### config.mk
export PLATFORM = sky130hd
export DESIGN_NAME = window_charge_peak_time_unit
export DESIGN_NICKNAME = d
export VERILOG_FILES = /design/src/rtl/wcpt_pkg.sv /design/src/rtl/wcpt_front.sv /design/src/rtl/wcpt_queue.sv /design/src/rtl/wcpt_back.sv /design/src/rtl/window_charge_peak_time_unit.sv
export SDC_FILE = /design/constraint.sdc
export NUM_CORES = 2
export LEC_CHECK = 0
export ABC_AREA = 1
export CORE_ASPECT_RATIO = 1.2
export CORE_MARGIN = 4
export CORE_UTILIZATION = 51
export DETAILED_ROUTE_END_ITERATION = 8
export DONT_BUFFER_PORTS = 1
export PLACE_DENSITY = 0.69
export SLEW_MARGIN = 20
export SYNTH_ARGS = -nofsm -noshare
export SYNTH_HDL_FRONTEND = slang
export SYNTH_SLANG_ARGS = --single-unit
export TNS_END_PERCENT = 30
### constraint.sdc
create_clock -name clk -period 7.5 [get_ports clk]
set_input_delay 1.5 -clock clk [delete_from_list [all_inputs] [get_ports clk]]
set_output_delay 1.5 -clock clk [all_outputs]
set_load 0.1 [all_outputs]
### src/rtl/wcpt_pkg.sv
// ----------------------------------------------------------------------------
// wcpt_pkg
// Shared types and constants of the window charge and peak time unit.
// ----------------------------------------------------------------------------
package wcpt_pkg;

  localparam int MAX_SAMPLES = 1024;
  localparam int SAMPLE_BITS = 16;

  localparam int IDX_W   = $clog2(MAX_SAMPLES + 1);
  localparam int POS_W   = $clog2(MAX_SAMPLES);
  localparam int PEAK_W  = 10;
  localparam int WIDTH_W = 11;
  localparam int SHIFT_W = 10;
  localparam int PER_W   = 24;
  localparam int CHG_W   = 26;
  localparam int WS_W    = 36;
  localparam int PS_W    = 26;
  localparam int PT_W    = 24;

  // Window arithmetic: start can go down to -1023, end up to 3070.
  localparam int WIN_W = 13;
  localparam int CMP_W = (IDX_W + 1 > WIN_W) ? IDX_W + 1 : WIN_W;
  localparam int PROD_W = SAMPLE_BITS - 1 + POS_W;
  localparam int MAC_W  = ((WS_W > PROD_W) ? WS_W : PROD_W) + 1;

  // Back end arithmetic.
  localparam int HALF_W = (WS_W + 1) / 2;
  localparam int MUL_W  = HALF_W + PER_W;
  localparam int NUM_W  = WS_W + PER_W + 1;
  localparam int Q_W    = PT_W + 1;
  localparam int CNT_W  = $clog2(PT_W + 1);

  localparam int QDEPTH = 2;
  localparam int QPTR_W = $clog2(QDEPTH);
  localparam int QCNT_W = $clog2(QDEPTH + 1);

  localparam int CFG_IDX_W  = 2;
  localparam int CFG_DATA_W = 24;
  localparam logic [CFG_IDX_W-1:0] CFG_WIDTH  = 2'd0;
  localparam logic [CFG_IDX_W-1:0] CFG_SHIFT  = 2'd1;
  localparam logic [CFG_IDX_W-1:0] CFG_PERIOD = 2'd2;

  localparam logic [WIDTH_W-1:0] WIDTH_RST  = 11'd7;
  localparam logic [SHIFT_W-1:0] SHIFT_RST  = 10'd3;
  localparam logic [PER_W-1:0]   PERIOD_RST = 24'd65536;

  typedef struct packed {
    logic [WIDTH_W-1:0] window_width;
    logic [SHIFT_W-1:0] window_shift;
    logic [PER_W-1:0]   sample_period;
  } cfg_t;

  typedef struct packed {
    logic signed [SAMPLE_BITS-1:0] sample_value;
    logic [PEAK_W-1:0]             peak_pos;
    logic                          last_sample;
  } in_t;

  typedef struct packed {
    logic signed [CHG_W-1:0] charge;
    logic [PT_W-1:0]         peak_time_ns;
    logic                    used_fallback;
  } out_t;

  // One finished waveform handed from the front end to the back end.
  typedef struct packed {
    logic [PEAK_W-1:0]       held_peak;
    logic signed [CHG_W-1:0] charge;
    logic [WS_W-1:0]         weighted_sum;
    logic [PS_W-1:0]         positive_sum;
  } job_t;

  typedef struct packed {
    logic push;
    logic full;
  } q_wr_t;

  typedef enum logic [2:0] {
    B_IDLE,
    B_MUL_LO,
    B_MUL_HI,
    B_DIV,
    B_DONE
  } back_state_t;

endpackage

### src/rtl/wcpt_front.sv
// ----------------------------------------------------------------------------
// wcpt_front
// Per-sample window test and saturating charge, positive and weighted sums.
// ----------------------------------------------------------------------------
module wcpt_front import wcpt_pkg::*; (
  input  logic  clk,
  input  logic  rst_n,
  input  cfg_t  cfg,
  input  logic  in_valid,
  output logic  in_ready,
  input  in_t   in_data,
  input  logic  q_full,
  output logic  q_push,
  output job_t  q_job
);

  logic [IDX_W-1:0]        idx_r, idx_nxt;
  logic [PEAK_W-1:0]       held_r, held_nxt;
  logic signed [CHG_W-1:0] charge_r, charge_nxt;
  logic [WS_W-1:0]         wsum_r, wsum_nxt;
  logic [PS_W-1:0]         psum_r, psum_nxt;

  logic [PEAK_W-1:0]       peak_now;
  logic signed [WIN_W-1:0] start_s, end_s, start_c;
  logic signed [CMP_W-1:0] idx_c, st_c, end_c;
  logic                    in_range, in_win, accept, positive;
  logic signed [CHG_W:0]   csum;
  logic [PS_W:0]           psum_w;
  logic [PROD_W-1:0]       prod;
  logic [MAC_W-1:0]        wsum_w;
  logic [SAMPLE_BITS-2:0]  mag;
  logic signed [CHG_W-1:0] charge_up;
  logic [WS_W-1:0]         wsum_up;
  logic [PS_W-1:0]         psum_up;

  assign in_ready = !q_full;
  assign accept   = in_valid && in_ready;

  always_comb begin
    peak_now = (idx_r == '0) ? in_data.peak_pos : held_r;
    start_s  = $signed({{(WIN_W-PEAK_W){1'b0}}, peak_now})
             - $signed({{(WIN_W-SHIFT_W){1'b0}}, cfg.window_shift});
    end_s    = start_s + $signed({{(WIN_W-WIDTH_W){1'b0}}, cfg.window_width});
    start_c  = start_s[WIN_W-1] ? '0 : start_s;
    idx_c    = $signed({{(CMP_W-IDX_W){1'b0}}, idx_r});
    st_c     = CMP_W'(start_c);
    end_c    = CMP_W'(end_s);
    in_range = idx_r < IDX_W'(MAX_SAMPLES);
    in_win   = in_range && (idx_c >= st_c) && (idx_c < end_c);

    positive = !in_data.sample_value[SAMPLE_BITS-1] && (in_data.sample_value != '0);
    mag      = in_data.sample_value[SAMPLE_BITS-2:0];

    // Charge saturates to the signed range when the extra sign bit disagrees.
    csum = (CHG_W+1)'(charge_r) + (CHG_W+1)'(in_data.sample_value);
    if (csum[CHG_W] != csum[CHG_W-1]) begin
      charge_up = csum[CHG_W] ? {1'b1, {(CHG_W-1){1'b0}}} : {1'b0, {(CHG_W-1){1'b1}}};
    end else begin
      charge_up = csum[CHG_W-1:0];
    end

    psum_w  = {1'b0, psum_r} + (PS_W+1)'(mag);
    psum_up = psum_w[PS_W] ? '1 : psum_w[PS_W-1:0];

    prod    = PROD_W'(mag) * PROD_W'(idx_r[POS_W-1:0]);
    wsum_w  = MAC_W'(wsum_r) + MAC_W'(prod);
    wsum_up = (|wsum_w[MAC_W-1:WS_W]) ? '1 : wsum_w[WS_W-1:0];

    idx_nxt    = idx_r;
    held_nxt   = held_r;
    charge_nxt = charge_r;
    wsum_nxt   = wsum_r;
    psum_nxt   = psum_r;

    q_job.held_peak    = peak_now;
    q_job.charge       = in_win ? charge_up : charge_r;
    q_job.weighted_sum = (in_win && positive) ? wsum_up : wsum_r;
    q_job.positive_sum = (in_win && positive) ? psum_up : psum_r;
    q_push             = accept && in_data.last_sample;

    if (accept) begin
      if (in_data.last_sample) begin
        idx_nxt    = '0;
        held_nxt   = '0;
        charge_nxt = '0;
        wsum_nxt   = '0;
        psum_nxt   = '0;
      end else begin
        held_nxt   = peak_now;
        charge_nxt = q_job.charge;
        wsum_nxt   = q_job.weighted_sum;
        psum_nxt   = q_job.positive_sum;
        if (in_range) begin
          idx_nxt = idx_r + 1'b1;
        end
      end
    end
  end

  always_ff @(posedge clk) begin
    if (!rst_n) begin
      idx_r    <= '0;
      held_r   <= '0;
      charge_r <= '0;
      wsum_r   <= '0;
      psum_r   <= '0;
    end else begin
      idx_r    <= idx_nxt;
      held_r   <= held_nxt;
      charge_r <= charge_nxt;
      wsum_r   <= wsum_nxt;
      psum_r   <= psum_nxt;
    end
  end

endmodule

### src/rtl/wcpt_queue.sv
// ----------------------------------------------------------------------------
// wcpt_queue
// Short FIFO of finished waveforms between the front end and the back end.
// ----------------------------------------------------------------------------
module wcpt_queue import wcpt_pkg::*; (
  input  logic  clk,
  input  logic  rst_n,
  input  logic  push,
  input  job_t  push_job,
  output q_wr_t wr_stat,
  input  logic  pop,
  output logic  not_empty,
  output job_t  head
);

  job_t              mem [QDEPTH];
  logic [QPTR_W-1:0] wp_r, wp_nxt, rp_r, rp_nxt;
  logic [QCNT_W-1:0] cnt_r, cnt_nxt;
  logic              do_push, do_pop;

  assign not_empty    = (cnt_r != '0);
  assign do_pop       = pop && not_empty;
  assign do_push      = push && (cnt_r != QCNT_W'(QDEPTH));
  assign wr_stat.push = do_push;
  assign wr_stat.full = (cnt_r == QCNT_W'(QDEPTH));
  assign head         = mem[rp_r];

  always_comb begin
    wp_nxt  = wp_r;
    rp_nxt  = rp_r;
    cnt_nxt = cnt_r;
    if (do_push) begin
      wp_nxt = (wp_r == QPTR_W'(QDEPTH - 1)) ? '0 : wp_r + 1'b1;
    end
    if (do_pop) begin
      rp_nxt = (rp_r == QPTR_W'(QDEPTH - 1)) ? '0 : rp_r + 1'b1;
    end
    if (do_push && !do_pop) begin
      cnt_nxt = cnt_r + 1'b1;
    end else if (!do_push && do_pop) begin
      cnt_nxt = cnt_r - 1'b1;
    end
  end

  always_ff @(posedge clk) begin
    if (do_push) begin
      mem[wp_r] <= push_job;
    end
  end

  always_ff @(posedge clk) begin
    if (!rst_n) begin
      wp_r  <= '0;
      rp_r  <= '0;
      cnt_r <= '0;
    end else begin
      wp_r  <= wp_nxt;
      rp_r  <= rp_nxt;
      cnt_r <= cnt_nxt;
    end
  end

endmodule

### src/rtl/wcpt_back.sv
// ----------------------------------------------------------------------------
// wcpt_back
// Peak time from one waveform's sums: shared multiplier, bit-serial divider,
// saturation and the result register.
// ----------------------------------------------------------------------------
module wcpt_back import wcpt_pkg::*; (
  input  logic  clk,
  input  logic  rst_n,
  input  logic [PER_W-1:0] period,
  input  logic  q_not_empty,
  input  job_t  q_head,
  output logic  q_pop,
  output logic  out_valid,
  input  logic  out_ready,
  output out_t  out_data
);

  back_state_t       state_r, state_nxt;
  job_t              job_r, job_nxt;
  logic              fb_r, fb_nxt;
  logic [NUM_W-1:0]  acc_r, acc_nxt;
  logic [NUM_W-1:0]  dsh_r, dsh_nxt;
  logic [Q_W-1:0]    q_r, q_nxt;
  logic [CNT_W-1:0]  cnt_r, cnt_nxt;
  logic              ovalid_r, ovalid_nxt;
  out_t              odata_r, odata_nxt;

  logic [HALF_W-1:0] mul_a;
  logic [MUL_W-1:0]  prod;
  logic [NUM_W-1:0]  addend, fb_shift;
  logic              ge, out_free;
  logic [PT_W-1:0]   pt_val;

  assign out_valid = ovalid_r;
  assign out_data  = odata_r;
  assign out_free  = !ovalid_r || out_ready;

  always_comb begin
    if (state_r == B_MUL_HI) begin
      mul_a = job_r.weighted_sum[WS_W-1:HALF_W];
    end else if (fb_r) begin
      mul_a = HALF_W'(job_r.held_peak);
    end else begin
      mul_a = job_r.weighted_sum[HALF_W-1:0];
    end
    prod = MUL_W'(mul_a) * MUL_W'(period);

    // The rounding term is half of the divisor, or half of the Q8 step.
    addend   = fb_r ? NUM_W'(128) : NUM_W'({job_r.positive_sum, 7'b0});
    ge       = acc_r >= dsh_r;
    fb_shift = acc_r >> 8;
    if (fb_r) begin
      pt_val = (|fb_shift[NUM_W-1:PT_W]) ? '1 : fb_shift[PT_W-1:0];
    end else begin
      pt_val = q_r[PT_W] ? '1 : q_r[PT_W-1:0];
    end

    state_nxt  = state_r;
    job_nxt    = job_r;
    fb_nxt     = fb_r;
    acc_nxt    = acc_r;
    dsh_nxt    = dsh_r;
    q_nxt      = q_r;
    cnt_nxt    = cnt_r;
    q_pop      = 1'b0;
    ovalid_nxt = ovalid_r && !out_ready;
    odata_nxt  = odata_r;

    case (state_r)
      B_IDLE: begin
        if (q_not_empty) begin
          q_pop     = 1'b1;
          job_nxt   = q_head;
          fb_nxt    = (q_head.positive_sum == '0);
          state_nxt = B_MUL_LO;
        end
      end
      B_MUL_LO: begin
        acc_nxt   = addend + NUM_W'(prod);
        state_nxt = fb_r ? B_DONE : B_MUL_HI;
      end
      B_MUL_HI: begin
        acc_nxt   = acc_r + (NUM_W'(prod) << HALF_W);
        dsh_nxt   = NUM_W'({job_r.positive_sum, 8'b0}) << PT_W;
        q_nxt     = '0;
        cnt_nxt   = CNT_W'(PT_W);
        state_nxt = B_DIV;
      end
      B_DIV: begin
        // Restoring division; the top quotient bit flags saturation.
        if (ge) begin
          acc_nxt = acc_r - dsh_r;
        end
        q_nxt   = {q_r[Q_W-2:0], ge};
        dsh_nxt = dsh_r >> 1;
        cnt_nxt = cnt_r - 1'b1;
        if (cnt_r == '0) begin
          state_nxt = B_DONE;
        end
      end
      B_DONE: begin
        if (out_free) begin
          ovalid_nxt              = 1'b1;
          odata_nxt.charge        = job_r.charge;
          odata_nxt.peak_time_ns  = pt_val;
          odata_nxt.used_fallback = fb_r;
          state_nxt               = B_IDLE;
        end
      end
      default: begin
        state_nxt = B_IDLE;
      end
    endcase
  end

  always_ff @(posedge clk) begin
    if (!rst_n) begin
      state_r  <= B_IDLE;
      ovalid_r <= 1'b0;
    end else begin
      state_r  <= state_nxt;
      ovalid_r <= ovalid_nxt;
    end
  end

  always_ff @(posedge clk) begin
    job_r   <= job_nxt;
    fb_r    <= fb_nxt;
    acc_r   <= acc_nxt;
    dsh_r   <= dsh_nxt;
    q_r     <= q_nxt;
    cnt_r   <= cnt_nxt;
    odata_r <= odata_nxt;
  end

endmodule

### src/rtl/window_charge_peak_time_unit.sv
// ----------------------------------------------------------------------------
// window_charge_peak_time_unit
// Fixed-window charge and weighted peak time of a streamed waveform.
// ----------------------------------------------------------------------------
// Samples enter on the in_ channel, one transfer per sample, with the flag
// last_sample on the final sample of a waveform. The front end takes one
// sample per cycle and keeps the window sums; on the last sample it places
// the sums in a two-entry queue. The back end turns each queued waveform into
// one result on the out_ channel.
// Per waveform the back end pops the queue, runs one multiply of 18 by 24
// bits in each of two states (B_MUL_LO, B_MUL_HI), then a restoring divider
// that retires one quotient bit per cycle (B_DIV), and loads the result
// register in B_DONE; when no positive sample fell in the window it goes from
// B_MUL_LO straight to B_DONE. Samples keep streaming at one per cycle while
// the queue has room; in_ready drops while both queue entries are taken.
// A stalled receiver holds the result register; the back end then waits with
// its next result, and the queue fills before the input stalls.
// Reset clears the sums, empties the queue, drops out_valid and loads the
// register defaults (width 7, shift 3, period 256 ns). The cfg_ port writes
// a register; the user must use it only while idle: the block does not check.
// ----------------------------------------------------------------------------
module window_charge_peak_time_unit import wcpt_pkg::*; (
  input  logic                  clk,
  input  logic                  rst_n,
  input  logic                  cfg_we,
  input  logic [CFG_IDX_W-1:0]  cfg_index,
  input  logic [CFG_DATA_W-1:0] cfg_wdata,
  input  logic                  in_valid,
  output logic                  in_ready,
  input  in_t                   in_data,
  output logic                  out_valid,
  input  logic                  out_ready,
  output out_t                  out_data
);

  cfg_t  cfg_r, cfg_nxt;
  q_wr_t q_stat;
  logic  f_push, q_pop, q_not_empty;
  job_t  f_job, q_head;

  always_comb begin
    cfg_nxt = cfg_r;
    if (cfg_we) begin
      case (cfg_index)
        CFG_WIDTH:  cfg_nxt.window_width  = cfg_wdata[WIDTH_W-1:0];
        CFG_SHIFT:  cfg_nxt.window_shift  = cfg_wdata[SHIFT_W-1:0];
        CFG_PERIOD: cfg_nxt.sample_period = cfg_wdata[PER_W-1:0];
        default:    cfg_nxt = cfg_r;
      endcase
    end
  end

  always_ff @(posedge clk) begin
    if (!rst_n) begin
      cfg_r.window_width  <= WIDTH_RST;
      cfg_r.window_shift  <= SHIFT_RST;
      cfg_r.sample_period <= PERIOD_RST;
    end else begin
      cfg_r <= cfg_nxt;
    end
  end

  wcpt_front u_front (
    .clk      (clk),
    .rst_n    (rst_n),
    .cfg      (cfg_r),
    .in_valid (in_valid),
    .in_ready (in_ready),
    .in_data  (in_data),
    .q_full   (q_stat.full),
    .q_push   (f_push),
    .q_job    (f_job)
  );

  wcpt_queue u_queue (
    .clk       (clk),
    .rst_n     (rst_n),
    .push      (f_push),
    .push_job  (f_job),
    .wr_stat   (q_stat),
    .pop       (q_pop),
    .not_empty (q_not_empty),
    .head      (q_head)
  );

  wcpt_back u_back (
    .clk         (clk),
    .rst_n       (rst_n),
    .period      (cfg_r.sample_period),
    .q_not_empty (q_not_empty),
    .q_head      (q_head),
    .q_pop       (q_pop),
    .out_valid   (out_valid),
    .out_ready   (out_ready),
    .out_data    (out_data)
  );

endmodule

== Word-level counts from Yosys, hierarchy flattened ==
Memories as Yosys holds them, arrays and structs flattened. A register that Yosys moved wholly into a read port is not among the register bits.
Index checks and enable logic that the tools add are counted.
Storage, ports and cells
  memories: 1
  output and inout port bits: 53
  bits in writable memories: 196
  flip-flop bits (word level): 464
Memory list
  u_queue.mem: depth 2, width 98, rd ports 1, clocked after memory_dff 1, wr ports 1, line wcpt_queue.sv:16  | job_t mem [QDEPTH];
Cells by class
  eq/ne operators: 13
  add/sub/neg operators: 14
  muxes and demuxes: 43
  reductions and logical operators: 38
  multipliers: 2
  $lt $le $gt $ge: 4
Operators by type and width (number)
  one-hot mux 61 bit (3 select lines): 1
  two-way mux 26 bit: 7
  one-hot mux 61 bit (2 select lines): 1
  two-way mux 36 bit: 3
  two-way mux 24 bit: 3
  adder 61 x 42 -> 61 bit: 1
  adder 61 x 60 -> 61 bit: 1
  greater-or-equal comparator 61 bit: 1
  two-way mux 61 bit: 1
  subtractor 61 bit: 1
  one-hot mux 25 bit (2 select lines): 1
  multiplier 18 x 24 -> 42 bit: 1
  adder 36 x 25 -> 37 bit: 1
  two-way mux 18 bit: 2
  two-way mux 33 bit: 1
  OR reduction 29 bit: 1
  adder 26 x 15 -> 27 bit: 1
  adder 26 x 16 -> 27 bit: 1
  zero test 26 bit: 1
  multiplier 15 x 10 -> 25 bit: 1
  two-way mux 11 bit: 2
  two-way mux 10 bit: 2
  nonzero test 16 bit: 1
  one-hot mux 3 bit (5 select lines): 1
  other kinds (34): 77

== Depth between registers and ports, before layout ==
  depth in word-level cells: 10
  mapped depth: 44

== Modules after synthesis ==
From an unflattened synthesis, not the netlist that was laid out.
Unflattened totals
  cell total of the unflattened synthesis: 7865
  area total of the unflattened synthesis: 61061.1 µm²
By module, submodules not included
  wcpt_back: sequential area each 9058.7 µm², instances 1, area an instance 34833.4 µm², cells each 4489
  wcpt_front: sequential area each 2182.1 µm², instances 1, area an instance 16956.3 µm², cells each 2753
  wcpt_queue: sequential area each 5985.7 µm², instances 1, area an instance 7393.3 µm², cells each 343
  window_charge_peak_time_unit: sequential area each 900.9 µm², instances 1, area an instance 1878.1 µm², cells each 280

== Worst setup path before layout ==
OpenSTA, ideal clock, no wires.
  path kind: flip-flop to flip-flop
  start: register u_back.state_r[0]
  end: register u_back.acc_r[58] (data pin)
  required time: 7.242 ns
  slack: -0.266 ns
  arrival time: 7.507 ns
  buffers on the path: 2
  cell stages (with the launch flop): 39
  cells stage by stage: dfxtp_1 -> nor2_1 -> nand2_1 -> clkbuf_1 -> nand3_1 -> o21ai_1 -> inv_1 -> clkbuf_1 -> nand2_1 -> fa_1 -> inv_1 -> fa_1 -> inv_1 -> fa_1 -> inv_1 -> fa_1 -> fa_1 -> inv_1 -> [... 3 more ...] -> nand2_1 -> nor2_1 -> nand2_1 -> inv_1 -> nand3_1 -> nand3_1 -> nand3_1 -> nand2_1 -> xor2_1 -> ha_1 -> a21o_1 -> o21bai_1 -> o21bai_1 -> a21oi_1 -> o21bai_1 -> or2_2 -> nand2_1 -> nand2_1
On the way
  word-level cells in the longest chain between the ends: 5
  elaborated cells on any way between the ends: 8
RTL lines
  start: declaration: line wcpt_back.sv:18  | back_state_t state_r, state_nxt;
  start signal: assignment: line wcpt_back.sv:121  | state_r <= state_nxt;
  == test 3 x 2 -> 1 bit: line wcpt_back.sv:39, wcpt_back.sv:69
  two-way mux 18 bit: line wcpt_back.sv:39  | if (state_r == B_MUL_HI) begin
  multiplier 18 x 24 -> 42 bit: line wcpt_back.sv:46  | prod = MUL_W'(mul_a) * MUL_W'(period);
  adder 61 x 60 -> 61 bit / adder 61 x 42 -> 61 bit (equally long branches): line wcpt_back.sv:83, wcpt_back.sv:79
  one-hot mux 61 bit (3 select lines) (*): line wcpt_back.sv:69  | case (state_r)
  net u_back.acc_nxt[58]: line wcpt_back.sv:21  | logic [NUM_W-1:0] acc_r, acc_nxt;
  end signal: assignment: line wcpt_back.sv:129  | acc_r <= acc_nxt;
  end: declaration: line wcpt_back.sv:21
Mark *: on every way through the listed nets, which the timed path passes. The rest lies on a longest branch.
A chain may end at the register's enable or synchronous reset.

== Worst setup path after layout ==
  start: register u_back.fb_r
  end: register u_back.acc_r[32] (data pin)
On the way
  word-level cells in the longest chain between the ends: 5
  elaborated cells on any way between the ends: 7
RTL lines
  start: declaration: line wcpt_back.sv:20  | logic fb_r, fb_nxt;
  start signal: assignment: line wcpt_back.sv:128  | fb_r <= fb_nxt;
  two-way mux 18 bit: line wcpt_back.sv:41  | end else if (fb_r) begin
  two-way mux 18 bit: line wcpt_back.sv:39
  multiplier 18 x 24 -> 42 bit: line wcpt_back.sv:46
  adder 61 x 60 -> 61 bit / adder 61 x 42 -> 61 bit (equally long branches): line wcpt_back.sv:83, wcpt_back.sv:79
  one-hot mux 61 bit (3 select lines) (*): line wcpt_back.sv:69
  net u_back.acc_nxt[32]: line wcpt_back.sv:21
Marked as above.

==> results.json <==
{
  "status": "complete, but fails checks",
  "violations": "setup timing",
  "cp-start-kind": "register",
  "endpoint_kind": "register",
  "synth_fp_nets": 8706,
  "cpMaxStageDelayCell": "fa_1",
  "grt_usage_pct": 32.7,
  "skew_ps": 28.4,
  "synth_enable_flop_cells": 495,
  "synth_warnings": 0,
  "clkSinkCount": 658,
  "synth_cells": 7768,
  "slew_violations": 0,
  "async_reset_ff_share_pct": 0,
  "cp_max_fo": 8,
  "gr-usage-met3_pct": 4.53,
  "grt_max_degree": 72,
  "dpl_worst_slack_ps": -920,
  "cap_violations": 0,
  "postRouteAntennaNets": 0,
  "ys_top_cells_by_area": "edfxtp_1, fa_1, nand2_1",
  "routed_via_density": 5.49,
  "die_h_um": 383,
  "required_ps": 7910,
  "ys.flop_type": "edfxtp_1",
  "yosys.area.top_type": "edfxtp_1",
  "min_period_over_period_pct": 107,
  "critPathTopFamily": "adder cells",
  "criticalPathCategory": "register to register",
  "dieArea_um2": 123000,
  "drtIter0Drc": 4537,
  "syn-cell-area_um2": 59800,
  "grt_antenna_before_repair": 6,
  "final_net_count": 9276,
  "met2_usage_pct": 57.0,
  "grt_pass1_wl_mm": 310,
  "post-route-drc-count": 0,
  "synth_top_area_share_pct": 24.9,
  "ys_top_cells_by_count": "nand2_1, inv_1, nor2_1, edfxtp_1, a21oi_1",
  "hold_start": "u_back.job_r[74]",
  "rsz0062_at_grt": "yes",
  "setup_violations": 42,
  "num_io_pins": 111,
  "synthDistinctLibCells": 58,
  "worst_pin_slew_ps": 1080,
  "routedWlPerCell_um": 20.7,
  "cts_tree": "done",
  "gp_congestion": 1.00,
  "clk_latency_ps": 680,
  "cp.buffers_inverters": 15,
  "htreeDepth": 3,
  "vias": 54548,
  "synth-compound-area-share_pct": 9.44,
  "layout_setup_ws_ps": -506,
  "crit_arrival_ps": 8410,
  "cts.path.max_buffers": 3,
  "numPortBuffers": 0,
  "numCtsBuffers": 73,
  "ys_ff_latch": 658,
  "cp_common_cell": "buf_6",
  "slowest_delay_ps": 520,
  "muxShareOfSynthArea_pct": 0.0167,
  "fmax_ghz": 0.125,
  "core_region_area_um2": 116000,
  "rr_endpoint": "u_back.acc_r[32]",
  "dp_hpwl_mm": 161,
  "die_w_um": 320,
  "min_to": "u_back.out_data[37]",
  "drtPass1Iterations": 6,
  "grt_overflow": 0,
  "regToRegSetupSlack_ps": -510,
  "grt_pass1_vias": 54745,
  "start_util_pct": 51.3,
  "synth-xor-area-share_pct": 1.87,
  "hold_viol": 0,
  "post-route-util_pct": 63.2,
  "synth_fa_ha_area_share_pct": 24.5,
  "rr_worst_depth": 42,
  "whs_ps": 408,
  "drive_above_1_share_pct": 18.8,
  "clk_pin_slew_ps": 70,
  "hold_path_depth": 0,
  "synth_top_family_by_area": "adder cells",
  "min_path_type": "register to register",
  "seq_area_frac_synth_pct": 30.3,
  "row_count": 137,
  "yosysMostFrequentCell": "nand2_1",
  "totalWireLength_mm": 206,
  "syn_avg_cell_area_um2": 7.69,
  "slew_headroom_pct": 28.0,
  "globalRouteMet1Util_pct": 39.3,
  "synthSimpleGateAreaFrac_pct": 23.9,
  "post-route-min-period_ps": 8010,
  "root_buffer": "clkbuf_16",
  "r2r_start": "u_back.fb_r",
  "area_delta_synth_final_pct": 23.0,
  "top_usage_layer": "met2"
}
cells in the final DEF, fill, tap and decap left out, types with 68 or more instances in the layout:
master        n
o21ai_0     268
nand3_1     246
clkbuf_16    80
a21oi_1     419
buf_4       593
edfxtp_1    495
dfxtp_1     160
fa_1        471
nand2_2     130
inv_2        89
nand2_1    1976
inv_1      1219
buf_6        77
ha_1        331
nor2_1      685
xor2_1       68
how the worst max path moves through the flow:
stage | from | to | cells after the start
floorplan | u_back.state_r[0] | u_back.acc_r[58] | 38
global placement | u_back.state_r[0] | u_back.acc_r[35] | 39
detailed placement | u_back.state_r[0] | u_back.acc_r[35] | 37
CTS | u_back.state_r[0] | u_back.acc_r[32] | 42
global route | u_back.state_r[0] | u_back.acc_r[38] | 45
finish | u_back.fb_r | u_back.acc_r[32] | 42
metrics by stage:
step	std cells	cell area, um^2	setup TNS, ps
4_1_cts	9863	70700	-8050
6_report	9929	73500	-13070
3_3_place_gp	9672	65800	-26330
2_1_floorplan	7768	59800	-7.58
5_1_grt	9926	73500	-22040
3_5_place_dp	9672	65800	-30090
cells by family after synthesis:
kind of cell    Yosys count
xor+xnor                127
compound gates         1026
mux                       1
simple gates           3517
fa+ha+maj               880
buf+inv                1559
flops                   658
routing by layer:
layer / vias to the layer above / wire length (um)
met1: 26278 / 79500
met2: 1895 / 100000
met3: 603 / 12500
met4: 4 / 13300
met5: - / 20
li1: 25768 / -
registers in the layout (all words and copies together), names as in the netlist, named ones only:
name / count
u_back.state_r: 3
u_back.out_valid: 1
cfg_r: 45
u_front.psum_r: 26
u_front.held_r: 10
u_back.job_r: 98
u_front.charge_r: 26
u_front.idx_r: 11
u_back.acc_r: 61
u_back.cnt_r: 5
u_back.q_r: 25
u_queue.cnt_r: 2
u_back.out_data: 51
u_queue.mem: 196
u_back.dsh_r: 58
u_front.wsum_r: 36
u_back.fb_r: 1
u_queue.wp_r: 1
u_queue.rp_r: 1
layout make-up:
| class | count | area [um^2] |
|---|---|---|
| inverters | 1327 | 5010 |
| clock buffers | 88 | 1990 |
| clock inverters | 46 | 478 |
| well taps | 1529 | 1910 |
| repair inverters | 1 | 7.51 |
| repair buffers | 726 | 6420 |
| flip-flops and latches | 658 | 18100 |
| multi-input cells | 5551 | 39600 |
| fillers | 9934 | 42900 |
| diodes | 3 | 7.51 |
what timing repair did:
action / in CTS / in global routing
setup endpoints to repair: 46 / 312
buffers inserted: 55 / 65
hold buffers: 0 / 0
cloned: 4 / 5
pin swaps: 119 / 237
resized for setup: 428 / 582
Power is not shown: default switching activity piles up to over one toggle a cycle in this logic, so the estimate is an artifact.
